===== src/rtl/lcdnib_pkg.sv =====
// Shared types, codes and the power-on init step table for the LCD nibble bus sequencer.
package lcdnib_pkg;

  localparam int unsigned HOLD_W        = 21;
  localparam int unsigned IDX_W         = 5;
  localparam logic [4:0]  INIT_LAST_IDX = 5'd24;
  localparam logic [1:0]  BYTE_LAST_SUB = 2'd3;
  localparam logic [7:0]  ROW0_BASE     = 8'h80;
  localparam logic [7:0]  ROW1_BASE     = 8'hC0;
  localparam logic [7:0]  CLEAR_CMD     = 8'h01;
  localparam int unsigned CFG_IDX_W     = 3;
  localparam int unsigned CFG_DATA_W    = 20;

  typedef enum logic [2:0] {
    ACT_CMD    = 3'd0,
    ACT_DATA   = 3'd1,
    ACT_CURSOR = 3'd2,
    ACT_CLEAR  = 3'd3,
    ACT_INIT   = 3'd4
  } action_t;

  typedef enum logic [2:0] {
    REG_ENABLE_PULSE = 3'd0,
    REG_NIBBLE_HOLD  = 3'd1,
    REG_CLEAR_WAIT   = 3'd2,
    REG_POWER_WAIT   = 3'd3,
    REG_LONG_WAIT    = 3'd4,
    REG_SHORT_WAIT   = 3'd5
  } cfg_reg_t;

  // Which timing register a step holds for.
  typedef enum logic [2:0] {
    HS_PULSE,
    HS_NIB,
    HS_NIB_CLR,
    HS_PWR,
    HS_LONG,
    HS_SHORT
  } hold_sel_t;

  typedef enum logic {
    BK_IDLE,
    BK_RUN
  } back_state_t;

  typedef struct packed {
    logic [2:0] action;
    logic [7:0] byte_value;
    logic       cursor_row;
    logic [5:0] cursor_col;
  } in_item_t;

  typedef struct packed {
    logic              reg_select;
    logic [3:0]        bus_nibble;
    logic              enable_level;
    logic [HOLD_W-1:0] hold_us;
    logic              last_step;
  } out_item_t;

  // Classified request handed from the front to the back.
  typedef struct packed {
    logic       is_init;
    logic       reg_select;
    logic       add_clear;
    logic [7:0] byte_val;
  } job_t;

  typedef struct packed {
    logic [7:0]  enable_pulse_us;
    logic [15:0] nibble_hold_us;
    logic [15:0] clear_wait_us;
    logic [19:0] power_on_wait_us;
    logic [15:0] init_long_wait_us;
    logic [15:0] init_short_wait_us;
  } lcd_cfg_t;

  typedef struct packed {
    logic       full;
    logic       empty;
    logic [1:0] count;
  } queue_status_t;

  typedef struct packed {
    logic [3:0] nib;
    logic       en;
    hold_sel_t  hsel;
  } init_step_t;

  function automatic init_step_t init_step(input logic [IDX_W-1:0] idx);
    init_step_t s;
    s = '{nib: 4'h0, en: 1'b0, hsel: HS_PWR};
    case (idx)
      5'd0:  s = '{nib: 4'h0, en: 1'b0, hsel: HS_PWR};
      5'd1:  s = '{nib: 4'h3, en: 1'b1, hsel: HS_PULSE};
      5'd2:  s = '{nib: 4'h3, en: 1'b0, hsel: HS_LONG};
      5'd3:  s = '{nib: 4'h3, en: 1'b1, hsel: HS_PULSE};
      5'd4:  s = '{nib: 4'h3, en: 1'b0, hsel: HS_LONG};
      5'd5:  s = '{nib: 4'h3, en: 1'b1, hsel: HS_PULSE};
      5'd6:  s = '{nib: 4'h3, en: 1'b0, hsel: HS_SHORT};
      5'd7:  s = '{nib: 4'h2, en: 1'b1, hsel: HS_PULSE};
      5'd8:  s = '{nib: 4'h2, en: 1'b0, hsel: HS_SHORT};
      5'd9:  s = '{nib: 4'h2, en: 1'b1, hsel: HS_PULSE};
      5'd10: s = '{nib: 4'h2, en: 1'b0, hsel: HS_NIB};
      5'd11: s = '{nib: 4'h8, en: 1'b1, hsel: HS_PULSE};
      5'd12: s = '{nib: 4'h8, en: 1'b0, hsel: HS_NIB};
      5'd13: s = '{nib: 4'h0, en: 1'b1, hsel: HS_PULSE};
      5'd14: s = '{nib: 4'h0, en: 1'b0, hsel: HS_NIB};
      5'd15: s = '{nib: 4'hC, en: 1'b1, hsel: HS_PULSE};
      5'd16: s = '{nib: 4'hC, en: 1'b0, hsel: HS_NIB};
      5'd17: s = '{nib: 4'h0, en: 1'b1, hsel: HS_PULSE};
      5'd18: s = '{nib: 4'h0, en: 1'b0, hsel: HS_NIB};
      5'd19: s = '{nib: 4'h6, en: 1'b1, hsel: HS_PULSE};
      5'd20: s = '{nib: 4'h6, en: 1'b0, hsel: HS_NIB};
      5'd21: s = '{nib: 4'h0, en: 1'b1, hsel: HS_PULSE};
      5'd22: s = '{nib: 4'h0, en: 1'b0, hsel: HS_NIB};
      5'd23: s = '{nib: 4'h1, en: 1'b1, hsel: HS_PULSE};
      5'd24: s = '{nib: 4'h1, en: 1'b0, hsel: HS_NIB_CLR};
      default: s = '{nib: 4'h0, en: 1'b0, hsel: HS_PWR};
    endcase
    return s;
  endfunction

endpackage


===== src/rtl/lcdnib_front.sv =====
// Front end: accept request beats and classify them into jobs for the queue.
module lcdnib_front (
  input  logic                     in_valid,
  output logic                     in_ready,
  input  lcdnib_pkg::in_item_t     in_data,
  input  lcdnib_pkg::queue_status_t q_status,
  output logic                     push,
  output lcdnib_pkg::job_t         push_job
);

  logic       known;
  logic [7:0] row_base;

  assign in_ready = !q_status.full;
  assign row_base = in_data.cursor_row ? lcdnib_pkg::ROW1_BASE : lcdnib_pkg::ROW0_BASE;

  always_comb begin
    known    = 1'b1;
    push_job = '{is_init: 1'b0, reg_select: 1'b0, add_clear: 1'b0,
                 byte_val: in_data.byte_value};
    case (lcdnib_pkg::action_t'(in_data.action))
      lcdnib_pkg::ACT_CMD: begin
      end
      lcdnib_pkg::ACT_DATA: begin
        push_job.reg_select = 1'b1;
      end
      lcdnib_pkg::ACT_CURSOR: begin
        push_job.byte_val = row_base + {2'b00, in_data.cursor_col};
      end
      lcdnib_pkg::ACT_CLEAR: begin
        push_job.byte_val  = lcdnib_pkg::CLEAR_CMD;
        push_job.add_clear = 1'b1;
      end
      lcdnib_pkg::ACT_INIT: begin
        push_job.is_init = 1'b1;
      end
      default: begin
        // drop unknown actions: accepted, no job
        known = 1'b0;
      end
    endcase
  end

  assign push = in_valid && in_ready && known;

endmodule


===== src/rtl/lcdnib_queue.sv =====
// Two-entry job queue between the front and the back.
module lcdnib_queue (
  input  logic                      clk,
  input  logic                      rst_n,
  input  logic                      push,
  input  lcdnib_pkg::job_t          push_job,
  input  logic                      pop,
  output lcdnib_pkg::job_t          head_job,
  output lcdnib_pkg::queue_status_t status
);

  lcdnib_pkg::job_t mem_r [2];
  logic       wr_ptr_r, wr_ptr_nxt;
  logic       rd_ptr_r, rd_ptr_nxt;
  logic [1:0] count_r, count_nxt;

  always_comb begin
    wr_ptr_nxt = push ? !wr_ptr_r : wr_ptr_r;
    rd_ptr_nxt = pop  ? !rd_ptr_r : rd_ptr_r;
    count_nxt  = count_r + {1'b0, push} - {1'b0, pop};
  end

  always_ff @(posedge clk) begin
    if (!rst_n) begin
      wr_ptr_r <= 1'b0;
      rd_ptr_r <= 1'b0;
      count_r  <= 2'd0;
    end else begin
      wr_ptr_r <= wr_ptr_nxt;
      rd_ptr_r <= rd_ptr_nxt;
      count_r  <= count_nxt;
    end
  end

  always_ff @(posedge clk) begin
    if (push) begin
      mem_r[wr_ptr_r] <= push_job;
    end
  end

  assign head_job     = mem_r[rd_ptr_r];
  assign status.full  = count_r == 2'd2;
  assign status.empty = count_r == 2'd0;
  assign status.count = count_r;

endmodule


===== src/rtl/lcdnib_back.sv =====
// Back end: walk each job through its pin steps into the output register.
module lcdnib_back (
  input  logic                      clk,
  input  logic                      rst_n,
  input  lcdnib_pkg::lcd_cfg_t      cfg,
  input  lcdnib_pkg::queue_status_t q_status,
  input  lcdnib_pkg::job_t          head_job,
  output logic                      pop,
  output logic                      out_valid,
  input  logic                      out_ready,
  output lcdnib_pkg::out_item_t     out_data
);

  lcdnib_pkg::back_state_t state_r, state_nxt;
  lcdnib_pkg::job_t        job_r;
  logic [lcdnib_pkg::IDX_W-1:0] idx_r;
  logic                    out_valid_r;
  lcdnib_pkg::out_item_t   out_data_r;

  lcdnib_pkg::init_step_t  ist;
  lcdnib_pkg::hold_sel_t   hsel;
  lcdnib_pkg::out_item_t   step;
  logic [1:0]              sub;
  logic                    load;
  logic                    fin;

  assign sub = idx_r[1:0];
  assign ist = lcdnib_pkg::init_step(idx_r);

  always_comb begin
    if (job_r.is_init) begin
      step.bus_nibble   = ist.nib;
      step.enable_level = ist.en;
      hsel              = ist.hsel;
      step.last_step    = idx_r == lcdnib_pkg::INIT_LAST_IDX;
      step.reg_select   = 1'b0;
    end else begin
      step.bus_nibble   = sub[1] ? job_r.byte_val[3:0] : job_r.byte_val[7:4];
      step.enable_level = !sub[0];
      step.last_step    = sub == lcdnib_pkg::BYTE_LAST_SUB;
      step.reg_select   = job_r.reg_select;
      if (!sub[0]) begin
        hsel = lcdnib_pkg::HS_PULSE;
      end else if (step.last_step && job_r.add_clear) begin
        hsel = lcdnib_pkg::HS_NIB_CLR;
      end else begin
        hsel = lcdnib_pkg::HS_NIB;
      end
    end
    case (hsel)
      lcdnib_pkg::HS_PULSE:   step.hold_us = 21'(cfg.enable_pulse_us);
      lcdnib_pkg::HS_NIB:     step.hold_us = 21'(cfg.nibble_hold_us);
      lcdnib_pkg::HS_NIB_CLR: step.hold_us = 21'(cfg.nibble_hold_us) + 21'(cfg.clear_wait_us);
      lcdnib_pkg::HS_PWR:     step.hold_us = 21'(cfg.power_on_wait_us);
      lcdnib_pkg::HS_LONG:    step.hold_us = 21'(cfg.init_long_wait_us);
      lcdnib_pkg::HS_SHORT:   step.hold_us = 21'(cfg.init_short_wait_us);
      default:                step.hold_us = '0;
    endcase
  end

  // Advance when the output slot is free or is being emptied this cycle.
  always_comb begin
    load      = !out_valid_r || out_ready;
    fin       = (state_r == lcdnib_pkg::BK_RUN) && load && step.last_step;
    pop       = !q_status.empty && ((state_r == lcdnib_pkg::BK_IDLE) || fin);
    state_nxt = state_r;
    case (state_r)
      lcdnib_pkg::BK_IDLE: if (pop) state_nxt = lcdnib_pkg::BK_RUN;
      lcdnib_pkg::BK_RUN:  if (fin && !pop) state_nxt = lcdnib_pkg::BK_IDLE;
      default:             state_nxt = lcdnib_pkg::BK_IDLE;
    endcase
  end

  always_ff @(posedge clk) begin
    if (!rst_n) begin
      state_r     <= lcdnib_pkg::BK_IDLE;
      out_valid_r <= 1'b0;
    end else begin
      state_r <= state_nxt;
      if ((state_r == lcdnib_pkg::BK_RUN) && load) begin
        out_valid_r <= 1'b1;
      end else if (out_ready) begin
        out_valid_r <= 1'b0;
      end
    end
  end

  always_ff @(posedge clk) begin
    if (pop) begin
      job_r <= head_job;
      idx_r <= '0;
    end else if ((state_r == lcdnib_pkg::BK_RUN) && load) begin
      idx_r <= idx_r + 1'b1;
    end
    if ((state_r == lcdnib_pkg::BK_RUN) && load) begin
      out_data_r <= step;
    end
  end

  assign out_valid = out_valid_r;
  assign out_data  = out_data_r;

endmodule


===== src/rtl/char_lcd_nibble_bus_sequencer_top.sv =====
// Top level of the character LCD 4-bit bus sequencer: config registers, front, queue, back.
//
//   channel | ports                         | beat
//   --------+-------------------------------+----------------------------------
//   request | in_valid, in_ready, in_data   | one action with byte / cursor
//   step    | out_valid, out_ready, out_data| one timed pin step
//   config  | cfg_we, cfg_index, cfg_wdata  | one timing register write
//
// A command, data, cursor or clear request yields four steps; init yields 25
// steps. The step output register sets the pace: one step leaves it per cycle
// while out_ready is high. Unknown actions are accepted and dropped. A two-entry
// queue lets requests land while the back end is busy; in_ready falls only when
// it is full. Reset is synchronous, active low, and loads the timing defaults.
module char_lcd_nibble_bus_sequencer_top (
  input  logic                                  clk,
  input  logic                                  rst_n,
  input  logic                                  in_valid,
  output logic                                  in_ready,
  input  lcdnib_pkg::in_item_t                  in_data,
  output logic                                  out_valid,
  input  logic                                  out_ready,
  output lcdnib_pkg::out_item_t                 out_data,
  input  logic                                  cfg_we,
  input  logic [lcdnib_pkg::CFG_IDX_W-1:0]      cfg_index,
  input  logic [lcdnib_pkg::CFG_DATA_W-1:0]     cfg_wdata
);

  lcdnib_pkg::lcd_cfg_t      cfg_r, cfg_nxt;
  lcdnib_pkg::queue_status_t q_status;
  lcdnib_pkg::job_t          push_job;
  lcdnib_pkg::job_t          head_job;
  logic                      push;
  logic                      pop;

  // Timing registers: mask each write to its width, drop unknown indexes.
  always_comb begin
    cfg_nxt = cfg_r;
    if (cfg_we) begin
      case (lcdnib_pkg::cfg_reg_t'(cfg_index))
        lcdnib_pkg::REG_ENABLE_PULSE: cfg_nxt.enable_pulse_us    = cfg_wdata[7:0];
        lcdnib_pkg::REG_NIBBLE_HOLD:  cfg_nxt.nibble_hold_us     = cfg_wdata[15:0];
        lcdnib_pkg::REG_CLEAR_WAIT:   cfg_nxt.clear_wait_us      = cfg_wdata[15:0];
        lcdnib_pkg::REG_POWER_WAIT:   cfg_nxt.power_on_wait_us   = cfg_wdata[19:0];
        lcdnib_pkg::REG_LONG_WAIT:    cfg_nxt.init_long_wait_us  = cfg_wdata[15:0];
        lcdnib_pkg::REG_SHORT_WAIT:   cfg_nxt.init_short_wait_us = cfg_wdata[15:0];
        default: begin
        end
      endcase
    end
  end

  always_ff @(posedge clk) begin
    if (!rst_n) begin
      cfg_r.enable_pulse_us    <= 8'd1;
      cfg_r.nibble_hold_us     <= 16'd50;
      cfg_r.clear_wait_us      <= 16'd2000;
      cfg_r.power_on_wait_us   <= 20'd50000;
      cfg_r.init_long_wait_us  <= 16'd5000;
      cfg_r.init_short_wait_us <= 16'd150;
    end else begin
      cfg_r <= cfg_nxt;
    end
  end

  // Classify incoming beats.
  lcdnib_front u_front (
    .in_valid (in_valid),
    .in_ready (in_ready),
    .in_data  (in_data),
    .q_status (q_status),
    .push     (push),
    .push_job (push_job)
  );

  // Hold jobs until the back end takes them.
  lcdnib_queue u_queue (
    .clk      (clk),
    .rst_n    (rst_n),
    .push     (push),
    .push_job (push_job),
    .pop      (pop),
    .head_job (head_job),
    .status   (q_status)
  );

  // Expand each job into pin steps.
  lcdnib_back u_back (
    .clk       (clk),
    .rst_n     (rst_n),
    .cfg       (cfg_r),
    .q_status  (q_status),
    .head_job  (head_job),
    .pop       (pop),
    .out_valid (out_valid),
    .out_ready (out_ready),
    .out_data  (out_data)
  );

  a_no_overflow: assert property (@(posedge clk) disable iff (!rst_n)
    push |-> !q_status.full)
    else $error("job pushed into a full queue");

  a_no_underflow: assert property (@(posedge clk) disable iff (!rst_n)
    pop |-> !q_status.empty)
    else $error("job popped from an empty queue");

  a_count_stable: assert property (@(posedge clk) disable iff (!rst_n)
    (!push && !pop) |=> $stable(q_status.count))
    else $error("queue count moved without push or pop");

  a_ready_tracks_full: assert property (@(posedge clk) disable iff (!rst_n)
    in_ready == !q_status.full)
    else $error("in_ready disagrees with queue fill");

endmodule

===== config.mk =====
export PLATFORM = sky130hd
export DESIGN_NAME = char_lcd_nibble_bus_sequencer_top
export DESIGN_NICKNAME = d
export VERILOG_FILES = /design/src/rtl/lcdnib_pkg.sv /design/src/rtl/lcdnib_front.sv /design/src/rtl/lcdnib_queue.sv /design/src/rtl/lcdnib_back.sv /design/src/rtl/char_lcd_nibble_bus_sequencer_top.sv
export SDC_FILE = /design/constraint.sdc
export NUM_CORES = 1
export LEC_CHECK = 0
export ABC_AREA = 1
export BUFFER_PORTS_ARGS = -buffer_cell sky130_fd_sc_hd__buf_2
export CAP_MARGIN = 20
export CORE_UTILIZATION = 50
export CTS_CLUSTER_DIAMETER = 40
export DETAILED_ROUTE_END_ITERATION = 12
export GPL_ROUTABILITY_DRIVEN = 1
export PLACE_DENSITY_LB_ADDON = 0.15
export RECOVER_POWER = 25
export SLEW_MARGIN = 5
export SYNTH_ARGS = -nofsm -noshare
export SYNTH_HDL_FRONTEND = slang
export SYNTH_HIERARCHICAL = 1
export SYNTH_SLANG_ARGS = --single-unit

===== constraint.sdc =====
create_clock -name clk -period 2.33 [get_ports clk]
set_input_delay 0.233 -clock clk [delete_from_list [all_inputs] [get_ports clk]]
set_output_delay 0.233 -clock clk [all_outputs]
set_load 0.05 [all_outputs]

## Word level (Yosys, flattened, before mapping)

Memory sizes are Yosys's and may differ from the RTL's. A register that Yosys moved wholly into a read port is not among the register bits.
Cells that the tools add are included.

| storage, ports and cells | value |
|---|---|
| memory bits (writable) | 22 |
| input bits | 46 |
| memories kept | 2 |
| output and inout bits | 30 |
| logic and storage cells | 92 |
| bits in registers | 131 |
| bits in read-only memories | 256 |
| latch bits | 0 |

Memory list:

| memory | words | bits a word | read ports | clocked after memory_dff | write ports | RTL line | RTL |
|---|---|---|---|---|---|---|---|
| (name not given) | 32 | 8 | 1 | 1 | 0 | lcdnib_pkg.sv:93 | `case (idx)` |
| u_queue.mem_r | 2 | 11 | 1 | 1 | 1 | lcdnib_queue.sv:12 | `lcdnib_pkg::job_t mem_r [2];` |

| operators by class | value |
|---|---|
| equal/unequal tests | 17 |
| multipliers | 0 |
| shifts and indexed selects | 0 |
| add/subtract/negate cells | 5 |
| order comparisons | 0 |
| reductions and logical operators | 28 |
| bitwise operators | 1 |
| divide/modulo/power cells | 0 |
| muxes and demuxes | 22 |

Operators with widths:

| operator | number |
|---|---|
| $pmux 21 s6 | 1 |
| $eq 3x2->1 const B | 6 |
| $add 16x16->17 | 1 |
| $pmux 8 s2 | 1 |
| $eq 3x3->1 const B | 5 |
| $mux 5 | 3 |
| $reduce_and 2->1 | 6 |
| $mux 1 | 11 |
| $eq 3x1->1 const B | 3 |
| $logic_not 3->1 | 3 |
| $add 8x6->8 | 1 |
| $logic_and 1x1->1 | 7 |
| $logic_not 1->1 | 7 |
| $mux 7 | 1 |
| $mux 3 | 2 |
| $add 5x1->5 const B | 1 |
| $eq 5x5->1 const B | 1 |
| $reduce_or 5->1 | 1 |
| $eq 2x2->1 const B | 2 |
| $mux 4 | 1 |
| $add 2x1->2 | 1 |
| $logic_not 2->1 | 1 |
| $logic_or 1x1->1 | 2 |
| $mux 2 | 1 |
| 4 further kinds | 4 |

## Logic depth before layout (Yosys ltp)

Gate-level depths: netlist of the first run.

| depth | value |
|---|---|
| depth in word-level cells | 10 |
| depth in mapped cells | 15 |
| gate-level depth less buffers | 14 |

## Hierarchy

Netlist of the first run, hierarchy kept.

By module, submodules not included:

| module | times used | area each (µm²) | cells each | sequential area each (µm²) |
|---|---|---|---|---|
| char_lcd_nibble_bus_sequencer_top | 1 | 3618.5 | 512 | 1841.8 |
| lcdnib_back | 1 | 3554.7 | 458 | 1441.4 |
| lcdnib_queue | 1 | 1058.5 | 67 | 760.7 |
| lcdnib_front | 1 | 155.1 | 36 | 0.0 |

## Worst setup path after synthesis of the first run

OpenSTA, ideal clock, no wires.

| path | value |
|---|---|
| path kind | register -> register |
| start | register u_back.out_valid_r, in the netlist u_back/out_valid |
| end | register u_queue.count_r[1] |
| period minus slack after synthesis | 2366 ps |
| required time | 2215 ps |
| setup time | 115 ps |
| arrival | 2251 ps |
| path buffers | 0 |
| setup slack | -36 ps |
| cell stages (with the launch flop) | 14 |
| cell sequence | dfxtp_1 > nand2_1 > nand2_2 > inv_2 > nand2_1 > nand2_4 > nand2_8 > inv_4 > ha_1 > inv_1 > ha_1 > nand3_1 > nand2_1 > nor2_1 |

| between the ends | value |
|---|---|
| word-level cells in the longest chain between the ends | 7 |

Ends and longest elaborated chain:

| item | RTL line | RTL |
|---|---|---|
| start: declaration | lcdnib_back.sv:17 | `logic out_valid_r;` |
| start signal: assignment | lcdnib_back.sv:77 | `out_valid_r <= 1'b0;` |
| start signal: assignment | lcdnib_back.sv:81 | `out_valid_r <= 1'b1;` |
| start signal: assignment | lcdnib_back.sv:83 | `out_valid_r <= 1'b0;` |
| $logic_not 1->1 | lcdnib_back.sv:63 | `load = !out_valid_r \|\| out_ready;` |
| $logic_or 1x1->1 | lcdnib_back.sv:63 |  |
| $logic_and 1x1->1 (2 in a row) | lcdnib_back.sv:64 | `fin = (state_r == lcdnib_pkg::BK_RUN) && load && step.last_step;` |
| $logic_or 1x1->1 | lcdnib_back.sv:65 | `pop = !q_status.empty && ((state_r == lcdnib_pkg::BK_IDLE) \|\| fin);` |
| $logic_and 1x1->1 | lcdnib_back.sv:65 |  |
| named net pop | char_lcd_nibble_bus_sequencer_top.sv:33 | `logic pop;` |
| $sub 2x1->2 | lcdnib_queue.sv:20 | `count_nxt = count_r + {1'b0, push} - {1'b0, pop};` |
| end signal: assignment | lcdnib_queue.sv:31 | `count_r <= count_nxt;` |
| end: declaration | lcdnib_queue.sv:15 | `logic [1:0] count_r, count_nxt;` |

The timed path passes the listed nets, and every way through them passes these cells.
A chain may end at the register's enable or synchronous reset.

==> results by group, run 1 <==
Logic synthesis
  • Largest family of logic cells by synthesized area: simple AND/OR/NAND/NOR gates
  • Syn Area/Cell: 7.82 um^2
  • Area of the mapped netlist: 8390 um^2
  • Synth area leader: dfxtp_1
  • Post-synth EDFFs: 60
  • Synth Flop Type: dfxtp_1
  • Mux contribution to synthesized area: 1.92%
  • Area fraction in compound gates after synthesis: 5.82%
  • Post-synthesis net count: 1140
  • Xor/xnor share of the synthesized area: 0.313%
  • Adder-Cell Fraction of Synth Area: 3.22%
  • Count leader, synth: nand2_1
  • YS warnings: 6
  • Post-synth top area share: 26.7%
  • Synth top cells by count: 293 x nand2_1, 180 x nor2_1, 142 x nand3_1
  • Post-synthesis sequential area ratio: 48.2%
  • Ys async rst share: 0%
  • Synth cell types: 48
  • Synth Area in Simple Gates: 33.5%
  • Cells after Synth: 1073
  • Yosys reg bits: 172
  • Top area cells in the synthesized netlist: dfxtp_1 27%, edfxtp_1 21%, nand2_1 13%

Critical path
  • CP Class: flop to flop
  • Cell mode on critical path: nand2_1
  • Setup crit start kind: flop
  • WP data required: 2.48 ns
  • Cells along the critical path: ha_1, nand2_1, inv_1, o21ai_4, nor2_4, nand2_2, inv_2, nand2_1, nand2_1, nor2_1, o221ai_1
  • Critical path origin: u_back/idx_r[0]
  • Buffers & Inverters on Critical Path: 2
  • R2R depth: 11
  • CP max FO: 16
  • Reg-to-Reg Start: u_back/idx_r[0]
  • Critical path depth: 11
  • Critical Path End Type: flop
  • Critical-path cell with the highest stage delay: dfxtp_1
  • Max stage delay on crit path: 0.37 ns
  • CP delay by family, top: simple AND/OR/NAND/NOR gates
  • Critical Path AT: 2.36 ns

Finish
  • Area Overhead vs Synth: 13.4%
  • Final Util: 59.0%
  • Share of cells above drive strength 1: 14.1%
  • Antenna Cells: 0
  • Nets: 1217

Worst hold path
  • Worst hold path type: input pin to flop
  • Hold path cells: 3
  • Worst hold path startpoint: cfg_wdata[0]

Timing
  • RSZ-0062 raised after global routing: yes
  • Min Tclk post-route: 2.21 ns
  • Final Hold Vio Count: 0
  • Setup violators final: 0
  • Maximum clock frequency: 453 MHz
  • Rel. slew slack: 2.68%
  • Slew Viols, Final: 0
  • Hold slack: 0.0127 ns
  • Final Skew: 0.00796 ns
  • Worst-margin pin slew: 1.45 ns
  • Final period utilization: 94.8%

Clock network
  • Clk_lat worst skew: 0.43 ns
  • Total CTS buffers: 17
  • CTS tree: done
  • # Post-CTS Setup Buffers: 0
  • Clock root buffer: clkbuf_16
  • H-tree depth: 4
  • Sink Count: 172
  • Reg clk slew, reported paths: 0.07 ns
  • Clock Path Buffers: 2

Floorplan
  • Die area: 17300 um^2
  • Die width: 132 um
  • Boundary Pins: 76
  • FP Rows: 46
  • Die extent in y: 132 um
  • Starting Density: 52.0%
  • Area of the core: 16100 um^2

Route
  • DR WL/cell: 16.2 um
  • Vias per inst: 5.30
  • Drt initial violations: 974
  • Met2 WL: 9.15 mm
  • Antenna viol nets, final: 0
  • WL met1: 10.9 mm
  • DRC: 0
  • DRT Pass-1 Iters: 5
  • Top routing layer used: met4
  • Met3 wire len: 2.04 mm
  • DRT Wirelength: 22.3 mm
  • Detailed-route via count: 7309

Place
  • DPL Wire Length: 16.3 mm
  • Number of I/O port buffers: 74
  • Placer congestion estimate: 0.924

Global routing
  • Vias in the first global route: 6603
  • Gr usage total: 26.7%
  • Largest net degree at the start of global routing: 31
  • First-pass GRT wire length: 35.7 mm
  • Initial antenna violation count: 0
  • Total gr overflow: 0

Run
  • Max-cap violations: 0

Power
  • Pleak: 4.43 nW
  • PwrDens: 1030 nW/um^2
  • Peak supply drop: 0.577 mV
  • Overall Power: 9.82 mW

Run status
  • Status: complete, no violations
[path summary, 6_finish.rpt]
check / slack [ns] / endpoint
min reg2reg: 0.46 / cfg_r[41]
min: 0.01 / cfg_r[84]
max: 0.12 / u_back/out_data[2]
max reg2reg: 0.12 / u_back/out_data[2]
[area by class of cell]
cell class                      instances  area (um^2)
Timing Repair Buffer                   95          520
Clock buffer                           17          425
Clock inverter                         15          173
Multi-Input combinational cell        771         3720
Sequential cell                       172         4050
Fill cell                            1508         6600
Inverter                               93          357
Tap cell                              216          270
[cell usage in the layout, fill, tap and decap left out, drive strengths merged]
cell / Yosys / routed
nand2: 301 / 301
nor2: 190 / 190
nand3: 144 / 144
dfxtp: 112 / 112
inv: 92 / 101
buf: 32 / 87
edfxtp: 60 / 60
a21oi: 42 / 42
clkbuf: 5 / 25
o21ai: 21 / 21
ha: 20 / 20
nand4: 11 / 11
mux2: 11 / 11
o21bai: 5 / 5
a22o: 4 / 4
clkinv: 1 / 4
nor3: 3 / 3
or2: 2 / 2
a31oi: 2 / 2
a211oi: 2 / 2
and3: 2 / 2
xor2: 2 / 2
clkinvlp: 0 / 2
bufinv: 0 / 1
nand3b: 1 / 1
a21o: 1 / 1
o221ai: 1 / 1
xnor2: 1 / 1
o211ai: 1 / 1
o31ai: 1 / 1
o21a: 1 / 1
fa: 1 / 1
conb: 1 / 1
[routing by layer]
layer / vias up / track usage (%)
met2: 312 / 37.4
met3: 17 / 5.25
met1: 3334 / 41.1
li1: 3646 / -
met5: - / 0
met4: 0 / 7.69
[flip-flops by register name (all words and copies together) (netlist names), named ones only]
register and cells:
cfg_r 92, u_queue/count_r 2, u_back/out_data 27, u_back/ist 8, u_back/idx_r 5, u_queue/wr_ptr_r 1, u_back/state_r 1, u_queue/mem_r 22
u_back/out_valid 1, u_queue/rd_ptr_r 1, u_back/job_r 11
[kinds of logic after synthesis]
family / Yosys count
and+or+nand+nor: 654
DFF: 172
buffers and inverters: 130
AOI/OAI and AO/OA: 81
adders and majority gates: 21
muxes: 11
xor gates and xnor gates: 3
other: 1
[power breakdown]
group | internal [mW] | leakage [nW] | switching, mW
Sequential | 3.69 | 1.48 | 0.234
Combinational | 0.861 | 2.66 | 2.17
Clock | 1.54 | 0.290 | 1.33
[what timing repair did]
item	in CTS	in global routing
hold buffers	0	0
endpoints found under the setup margin	0	6
gates resized for setup	0	2
[worst min-delay path: stages]
cell and delay, ns:
buf_2 0.09, nand2_1 0.05, nand3_1 0.05
[per-stage QoR]
stage / instances / TNS (ns) / cell area [um^2] / worst slack (ns)
after floorplan: 1073 / 0 / 8390 / 0.0665
after global placement: 1347 / 0 / 8980 / 0.153
after detailed placement: 1347 / 0 / 8980 / 0.140
after CTS: 1379 / 0 / 9570 / 0.126
after global routing: 1379 / -0.0252 / 9510 / -0.0252
final: 1379 / 0 / 9510 / 0.120
(Power assumes the default switching activity.)
==> run 2: changes to the inputs <==
--- a/config.mk
+++ b/config.mk
@@ -5,15 +5,17 @@
 export SDC_FILE = /design/constraint.sdc
 export NUM_CORES = 1
 export LEC_CHECK = 0
-export ABC_AREA = 1
 export BUFFER_PORTS_ARGS = -buffer_cell sky130_fd_sc_hd__buf_2
 export CAP_MARGIN = 20
-export CORE_UTILIZATION = 50
+export CELL_PAD_IN_SITES_DETAIL_PLACEMENT = 0
+export CELL_PAD_IN_SITES_GLOBAL_PLACEMENT = 1
+export CORE_UTILIZATION = 47
 export CTS_CLUSTER_DIAMETER = 40
 export DETAILED_ROUTE_END_ITERATION = 12
 export GPL_ROUTABILITY_DRIVEN = 1
 export PLACE_DENSITY_LB_ADDON = 0.15
 export RECOVER_POWER = 25
+export REMOVE_ABC_BUFFERS = 1
 export SLEW_MARGIN = 5
 export SYNTH_ARGS = -nofsm -noshare
 export SYNTH_HDL_FRONTEND = slang
==> run 2 against run 1 <==
Compared with the run above:
- setup slack got worse by 0.025 ns
- highest routed layer unchanged
- global-route usage fell by 3.8 points
- die area rose by 6.1%
- hold slack improved by 0.033 ns
- maximum frequency fell by 1.1%
- total power rose by 2.6%
==> results by group, run 2 <==
Place
  • Number of I/O port buffers: 74 (unchanged)
  • Placer congestion estimate: 0.897 (was 0.924)
  • DPL Wire Length: 14.0 mm (was 16.3 mm)
  • Inst Count DP: 1090 (was 1347)

Logic synthesis
  • Synth area leader: dfxtp_1 (unchanged)
  • Synth top cells by count: 128 x nand2_1, 112 x dfxtp_1, 105 x mux2i_1 (was 293 x nand2_1, 180 x nor2_1, 142 x nand3_1)
  • Cells after Synth: 795 (was 1073)
  • Area of the mapped netlist: 8370 um^2 (was 8390 um^2)
  • Top area cells in the synthesized netlist: dfxtp_1 27%, edfxtp_1 22%, mux2i_1 13% (was dfxtp_1 27%, edfxtp_1 21%, nand2_1 13%)
  • Post-synth top area share: 26.8% (was 26.7%)
  • Yosys reg bits: 172 (unchanged)
  • Post-synthesis sequential area ratio: 48.3% (was 48.2%)
  • Ys async rst share: 0% (unchanged)
  • Synth Flop Type: dfxtp_1 (unchanged)
  • Syn Area/Cell: 10.5 um^2 (was 7.82 um^2)
  • YS warnings: 6 (unchanged)
  • Count leader, synth: nand2_1 (unchanged)
  • Synth cell types: 80 (was 48)
  • Post-synth EDFFs: 60 (unchanged)

Power
  • Overall Power: 10.1 mW (was 9.82 mW)
  • Peak supply drop: 0.811 mV (was 0.577 mV)
  • PwrDens: 1030 nW/um^2 (about the same)
  • Pleak: 4.03 nW (was 4.43 nW)

Route
  • Antenna viol nets, final: 0 (unchanged)
  • DR WL/cell: 17.9 um (was 16.2 um)
  • DRT Pass-1 Iters: 8 (was 5)
  • Drt initial violations: 385 (was 974)
  • Detailed-route via count: 6211 (was 7309)
  • Vias per inst: 5.53 (was 5.30)
  • DRC: 0 (unchanged)
  • DRT Wirelength: 20.1 mm (was 22.3 mm)

Clock network
  • Reg clk slew, reported paths: 0.07 ns (about the same)
  • Hold_buf cts: 0 (unchanged)
  • H-tree depth: 4 (unchanged)
  • Sink Count: 172 (unchanged)
  • Total CTS buffers: 17 (unchanged)
  • Clock root buffer: clkbuf_16 (unchanged)
  • Clk_lat worst skew: 0.43 ns (about the same)
  • Clock Path Buffers: 2 (unchanged)
  • CTS tree: done (unchanged)

Finish
  • Share of cells above drive strength 1: 19.9% (was 14.1%)
  • Largest Register: cfg_r (unchanged)
  • FILL cells: 1515 (was 1508)
  • Max reg flops: 92 (unchanged)
  • Most common cell after layout, fill and taps aside: nand2_1 (unchanged)
  • Final Util: 56.2% (was 59.0%)
  • Non-Filler Instances: 1123 (was 1379)
  • Antenna Cells: 0 (unchanged)
  • Commonest cells after routing, fill and taps aside: 128 x nand2_1, 109 x dfxtp_1, 105 x mux2i_1 (was 295 x nand2_1, 184 x nor2_1, 142 x nand3_1)
  • Nets: 952 (was 1217)
  • Area Overhead vs Synth: 16.5% (was 13.4%)

Critical path
  • WP data required: 2.51 ns (was 2.48 ns)
  • Critical path origin: u_back/idx_r[0] (unchanged)
  • Critical Path End Type: flop (unchanged)
  • Critical Path AT: 2.41 ns (was 2.36 ns)
  • Critical path depth: 5 (was 11)
  • Reg-to-reg slack, setup: 0.1 ns (was 0.12 ns)
  • Max stage delay on crit path: 0.78 ns (was 0.37 ns)
  • CP max FO: 6 (was 16)
  • Worst setup path end: u_back/out_data[8] (was u_back/out_data[2])
  • R2R depth: 5 (was 11)
  • FF-to-FF End: u_back/out_data[8] (was u_back/out_data[2])
  • Cells along the critical path: ha_1, a32oi_1, mux2i_1, o21ai_0, a211o_1 (was ha_1, nand2_1, inv_1, o21ai_4, nor2_4, nand2_2, inv_2, nand2_1, nand2_1, nor2_1, o221ai_1)
  • Setup crit start kind: flop (unchanged)
  • Reg-to-Reg Start: u_back/idx_r[0] (unchanged)
  • Critical-path cell with the highest stage delay: a32oi_1 (was dfxtp_1)
  • Buffers & Inverters on Critical Path: 0 (was 2)
  • CP Class: flop to flop (unchanged)
  • CP delay by family, top: compound AO/OA/AOI/OAI gates (was simple AND/OR/NAND/NOR gates)

Timing
  • Rel. slew slack: 32.8% (was 2.68%)
  • Maximum clock frequency: 447 MHz (was 453 MHz)
  • Setup violators final: 0 (unchanged)
  • Final Skew: 0.0103 ns (was 0.00796 ns)
  • Worst-margin pin slew: 1.01 ns (was 1.45 ns)
  • Slew Viols, Final: 0 (unchanged)
  • Hold slack: 0.0457 ns (was 0.0127 ns)
  • Min Tclk post-route: 2.23 ns (was 2.21 ns)
  • Total negative slack: 0 ns (unchanged)
  • Final Hold Vio Count: 0 (unchanged)
  • Final period utilization: 95.9% (was 94.8%)

Run
  • Max-cap violations: 0 (unchanged)

Run status
  • Status: complete, no violations (unchanged)

Global routing
  • Largest net degree at the start of global routing: 64 (was 31)
  • Total gr overflow: 0 (unchanged)
  • First-pass GRT wire length: 31.8 mm (was 35.7 mm)
  • Initial antenna violation count: 0 (unchanged)
  • Gr usage total: 22.9% (was 26.7%)
  • Vias in the first global route: 6219 (was 6603)

Floorplan
  • Die width: 135 um (was 132 um)
  • FP Rows: 48 (was 46)
  • Starting Density: 48.2% (was 52.0%)
  • Area of the core: 17400 um^2 (was 16100 um^2)
  • Die area: 18400 um^2 (was 17300 um^2)
  • Boundary Pins: 76 (unchanged)
  • Die extent in y: 135 um (was 132 um)

Worst hold path
  • Worst hold path type: input pin to flop (unchanged)
## run 2: changes by cell type in the layout (fill, tap and decap cells not counted), moves of 10 or more
cell,previous run,this run
a21oi_1,40,17
a222oi_1,0,12
buf_4,16,38
inv_1,80,20
mux2_2,1,12
mux2_4,10,0
mux2i_1,0,105
nand2_1,295,128
nand3_1,142,8
nor2_1,184,21
nor2b_1,0,55
o21ai_0,11,26
## run 2: layout make-up
class                           count  area [um^2]  area share, %
Clock buffer                       18          429           4.40
Timing Repair Buffer              116          701           7.18
Tap cell                          225          282           2.89
Clock inverter                     14          180           1.85
Inverter                           21         83.8          0.859
Sequential cell                   172         4050           41.5
Multi-Input combinational cell    557         4030           41.3
## run 2: layer usage
| metal | routed length (um) | global-route usage [%] | up-vias | share of wire, % |
|---|---|---|---|---|
| met5 | 0 | 0 | - | 0 |
| met4 | 372 | 7.93 | 0 | 1.8 |
| met3 | 756 | 4.86 | 29 | 3.8 |
| met2 | 10300 | 41.1 | 129 | 51 |
| met1 | 8740 | 27.0 | 2998 | 43 |
| li1 | - | - | 3055 | - |
## run 2: worst min-delay path, stage by stage
cell	delay (ns)
buf_2	0.10
nand2_1	0.04
mux2i_1	0.05
## run 2: timing repair
action / 4_1_cts / 5_1_grt
gates resized for setup: 0 / 10
setup buffers: 0 / 1
endpoints found under the setup margin: 0 / 9
endpoints found under the hold margin: 0 / 0
## run 2: report_power, final
group / internal, mW / switching, mW / leakage [nW] / total [mW]
clock: 1.71 / 1.24 / 0.288 / 2.95
sequential: 3.64 / 0.230 / 1.48 / 3.87
combinational: 1.20 / 2.06 / 2.26 / 3.25
total: 6.54 / 3.53 / 4.03 / 10.1
## run 2: logic make-up after synthesis
group,count (synthesis),share of synthesized area (%)
muxes,123,15.2
other,1,0.0448
xor gates and xnor gates,14,1.63
DFF,172,48.3
buffers and inverters,66,3.60
and+or+nand+nor,267,16.2
adders and majority gates,21,3.23
AOI/OAI and AO/OA,131,11.7
## run 2: worst min path at each step
stage,startpoint,end,slack [ns],cells after the start
2_1_floorplan,rst_n,u_queue/wr_ptr_r,0.35,1
3_3_place_gp,cfg_r[50],cfg_r[50],0.44,2
3_5_place_dp,cfg_r[49],cfg_r[49],0.44,2
4_1_cts,cfg_wdata[17],cfg_r[49],0.03,3
5_1_grt,cfg_wdata[17],cfg_r[49],0.03,3
6_report,cfg_wdata[17],cfg_r[49],0.05,3
## run 2: per-stage QoR
| stage | instance area (um^2) | setup slack [ns] |
|---|---|---|
| detailed placement | 9150 | 0.0415 |
| global route | 9760 | -0.0148 |
| CTS | 9760 | 0.0211 |
| global placement | 9150 | 0.0904 |
| floorplan | 8160 | -0.764 |
| finish | 9760 | 0.0952 |
==> run 3: changes to the inputs <==
--- a/config.mk
+++ b/config.mk
@@ -5,18 +5,19 @@
 export SDC_FILE = /design/constraint.sdc
 export NUM_CORES = 1
 export LEC_CHECK = 0
+export ABC_AREA = 1
 export BUFFER_PORTS_ARGS = -buffer_cell sky130_fd_sc_hd__buf_2
 export CAP_MARGIN = 20
 export CELL_PAD_IN_SITES_DETAIL_PLACEMENT = 0
 export CELL_PAD_IN_SITES_GLOBAL_PLACEMENT = 1
-export CORE_UTILIZATION = 47
+export CORE_UTILIZATION = 44
 export CTS_CLUSTER_DIAMETER = 40
 export DETAILED_ROUTE_END_ITERATION = 12
 export GPL_ROUTABILITY_DRIVEN = 1
 export PLACE_DENSITY_LB_ADDON = 0.15
 export RECOVER_POWER = 25
 export REMOVE_ABC_BUFFERS = 1
-export SLEW_MARGIN = 5
+export SLEW_MARGIN = 30
 export SYNTH_ARGS = -nofsm -noshare
 export SYNTH_HDL_FRONTEND = slang
 export SYNTH_HIERARCHICAL = 1
==> run 3 against run 2 <==
Compared with the run above:
- the run now ends with capacitance limit, slew limit left
- clock power hardly changed
- sequential share of layout area up 0.72 points
- setup slack got worse by 0.022 ns
- utilization fell by 5.0 points
- register-to-register slack got worse by 0.02 ns
- cell count up 24%
- design area down 1.7%
- maximum frequency is 0.98% lower
- non-clock buffer count fell by 23
- hold slack lost 0.021 ns
- via count is 17% higher
- largest cell class unchanged
- highest routed layer unchanged
==> results by group, run 3 (synthesis gave the netlist of run 1 again) <==
Route
  • DR WL/cell: 16.8 um (was 17.9 um)
  • DRT Pass-1 Iters: 5 (was 8)
  • DRC: 0 (unchanged)
  • Antenna viol nets, final: 0 (unchanged)
  • Drt initial violations: 566 (was 385)
  • Detailed-route via count: 7277 (was 6211)
  • Vias per inst: 5.22 (was 5.53)
  • DRT Wirelength: 23.4 mm (was 20.1 mm)

Clock network
  • Sink Count: 172 (unchanged)
  • Clk_lat worst skew: 0.44 ns (was 0.43 ns)
  • CTS tree: done (unchanged)
  • Reg clk slew, reported paths: 0.07 ns (about the same)
  • Clock Path Buffers: 2 (unchanged)
  • H-tree depth: 4 (unchanged)
  • Clock root buffer: clkbuf_16 (unchanged)
  • Total CTS buffers: 17 (unchanged)

Floorplan
  • Die extent in y: 140 um (was 135 um)
  • Die area: 19600 um^2 (was 18400 um^2)
  • Starting Density: 44.8% (was 48.2%)
  • FP Rows: 50 (was 48)
  • Area of the core: 18700 um^2 (was 17400 um^2)
  • Die width: 140 um (was 135 um)
  • Boundary Pins: 76 (unchanged)

Run status
  • Status: finished with violations (was complete, no violations)
  • Failing checks: capacitance limit, slew limit

Finish
  • Most common cell after layout, fill and taps aside: nand2_1 (unchanged)
  • FILL cells: 1830 (was 1515)
  • Area Overhead vs Synth: 14.3% (was 16.5%)
  • Nets: 1215 (was 952)
  • Largest Register: cfg_r (unchanged)
  • Antenna Cells: 0 (unchanged)
  • Share of cells above drive strength 1: 14.8% (was 19.9%)
  • Max reg flops: 92 (unchanged)
  • Commonest cells after routing, fill and taps aside: 292 x nand2_1, 182 x nor2_1, 141 x nand3_1 (was 128 x nand2_1, 109 x dfxtp_1, 105 x mux2i_1)
  • Multi-input gate area: 3760 um^2 (was 4030 um^2)
  • Reg area: 4050 um^2 (about the same)
  • Final Cell Area: 9590 um^2 (was 9760 um^2)

Critical path
  • Max stage delay on crit path: 0.52 ns (was 0.78 ns)
  • CP Class: flop to flop (unchanged)
  • Critical Path End Type: flop (unchanged)
  • Cell mode on critical path: nand2_1
  • CP max FO: 16 (was 6)
  • Critical Path AT: 2.42 ns (was 2.41 ns)
  • Cells along the critical path: inv_4, nand2_4, o21ai_4, nor2_4, nand2_2, inv_2, nand2_1, nand2_1, a211oi_1, nand2_1 (was ha_1, a32oi_1, mux2i_1, o21ai_0, a211o_1)
  • CP delay by family, top: simple AND/OR/NAND/NOR gates (was compound AO/OA/AOI/OAI gates)
  • WP data required: 2.49 ns (was 2.51 ns)
  • Setup crit start kind: flop (unchanged)
  • Critical-path cell with the highest stage delay: edfxtp_1 (was a32oi_1)
  • Buffers & Inverters on Critical Path: 2 (was 0)

Power
  • Overall Power: 9.97 mW (was 10.1 mW)
  • PwrDens: 1040 nW/um^2 (was 1030 nW/um^2)
  • Pleak: 4.44 nW (was 4.03 nW)
  • Peak supply drop: 0.486 mV (was 0.811 mV)

Run
  • Max-cap violations: 2 (was 0)

Place
  • DPL Wire Length: 16.6 mm (was 14.0 mm)
  • Area of placed instances: 8980 um^2 (was 9150 um^2)
  • Dpl ws: 0.0383 ns (was 0.0415 ns)
  • Number of I/O port buffers: 74 (unchanged)
  • Placer congestion estimate: 0.873 (was 0.897)

Timing
  • Setup violators final: 0 (unchanged)
  • Min Tclk post-route: 2.26 ns (was 2.23 ns)
  • Final Hold Vio Count: 0 (unchanged)
  • Slew Viols, Final: 34 (was 0)
  • Final WS setup: 0.0730 ns (was 0.0952 ns)
  • Worst-margin pin slew: 1.77 ns (was 1.01 ns)
  • Final period utilization: 96.9% (was 95.9%)
  • RSZ-0062 raised after global routing: no
  • Final Skew: 0.0110 ns (was 0.0103 ns)
  • Rel. slew slack: -18.8% (was 32.8%)
  • Maximum clock frequency: 443 MHz (was 447 MHz)

Global routing
  • Gr usage total: 24.8% (was 22.9%)
  • Initial antenna violation count: 0 (unchanged)
  • Total gr overflow: 0 (unchanged)
  • Vias in the first global route: 6542 (was 6219)
  • Largest net degree at the start of global routing: 47 (was 64)
  • First-pass GRT wire length: 36.9 mm (was 31.8 mm)

Worst hold path
  • Worst hold path type: input pin to flop (unchanged)
==> run 3: cell types whose count changed in the layout (fill, tap and decap cells not counted), sizes merged, moves of 9 or more <==
cell	before	now
nand3	8	144
a222oi	12	0
and2	9	0
inv	27	100
nor2	23	190
buf	111	86
nand2	128	301
nor2b	57	0
a21oi	18	42
o21ai	30	21
mux2i	105	0
nand4	2	11
==> run 3: through the flow <==
step | setup TNS (ns) | hold WS (ns) | std cells | util (%)
floorplan | -0.644 | 0.318 | 1036 | -
global placement | -0.00156 | 0.440 | 1362 | 48.0
detailed placement | 0 | 0.445 | 1362 | 48.0
CTS | 0 | 0.00898 | 1394 | 51.3
global route | 0 | 0.0220 | 1395 | 51.3
finish | 0 | 0.0243 | 1395 | 51.3
==> run 3: what timing repair did <==
action                                 4_1_cts  5_1_grt
hold buffers                                 0        1
resized for setup                            0        6
setup endpoints to repair                    0       15
buffers inserted                             0        0
endpoints found under the hold margin        0        1
==> run 3: path summary, 6_finish.rpt <==
check / start / cells after the start / slack, ns / to
setup / recovery: u_back/job_r[10] / 10 / 0.07 / u_back/out_data[13]
hold / removal: cfg_wdata[3] / 3 / 0.02 / cfg_r[19]
setup reg to reg: u_back/job_r[10] / 10 / 0.07 / u_back/out_data[13]
hold reg to reg: cfg_r[7] / 2 / 0.46 / cfg_r[7]
==> run 3: worst reg2reg max path: stages (launching register included) <==
cell	delay, ns
edfxtp_1	0.52
inv_4	0.17
nand2_4	0.10
o21ai_4	0.25
nor2_4	0.11
nand2_2	0.08
inv_2	0.14
nand2_1	0.10
nand2_1	0.06
a211oi_1	0.31
nand2_1	0.14
==> run 3: where the power goes <==
group	internal, mW	switching (mW)
clock network	1.56	1.40
registers	3.69	0.264
logic	0.862	2.19
total	6.11	3.85
==> run 3: final cells by class <==
class	count	area share, %
flip-flops and latches	172	42.2
multi-input cells	771	39.2
repair buffers	93	5.38
clock buffers	18	4.48
inverters	93	3.69
well taps	234	3.05
clock inverters	14	1.96
==> run 3: layer usage <==
| layer | vias up | share of wire, % | GRT usage, % |
|---|---|---|---|
| li1 | 3633 | - | - |
| met1 | 3339 | 51 | 38.9 |
| met2 | 291 | 41 | 34.7 |
| met3 | 14 | 7.6 | 4.79 |
| met4 | 0 | 0.74 | 5.38 |
| met5 | - | 0 | 0 |
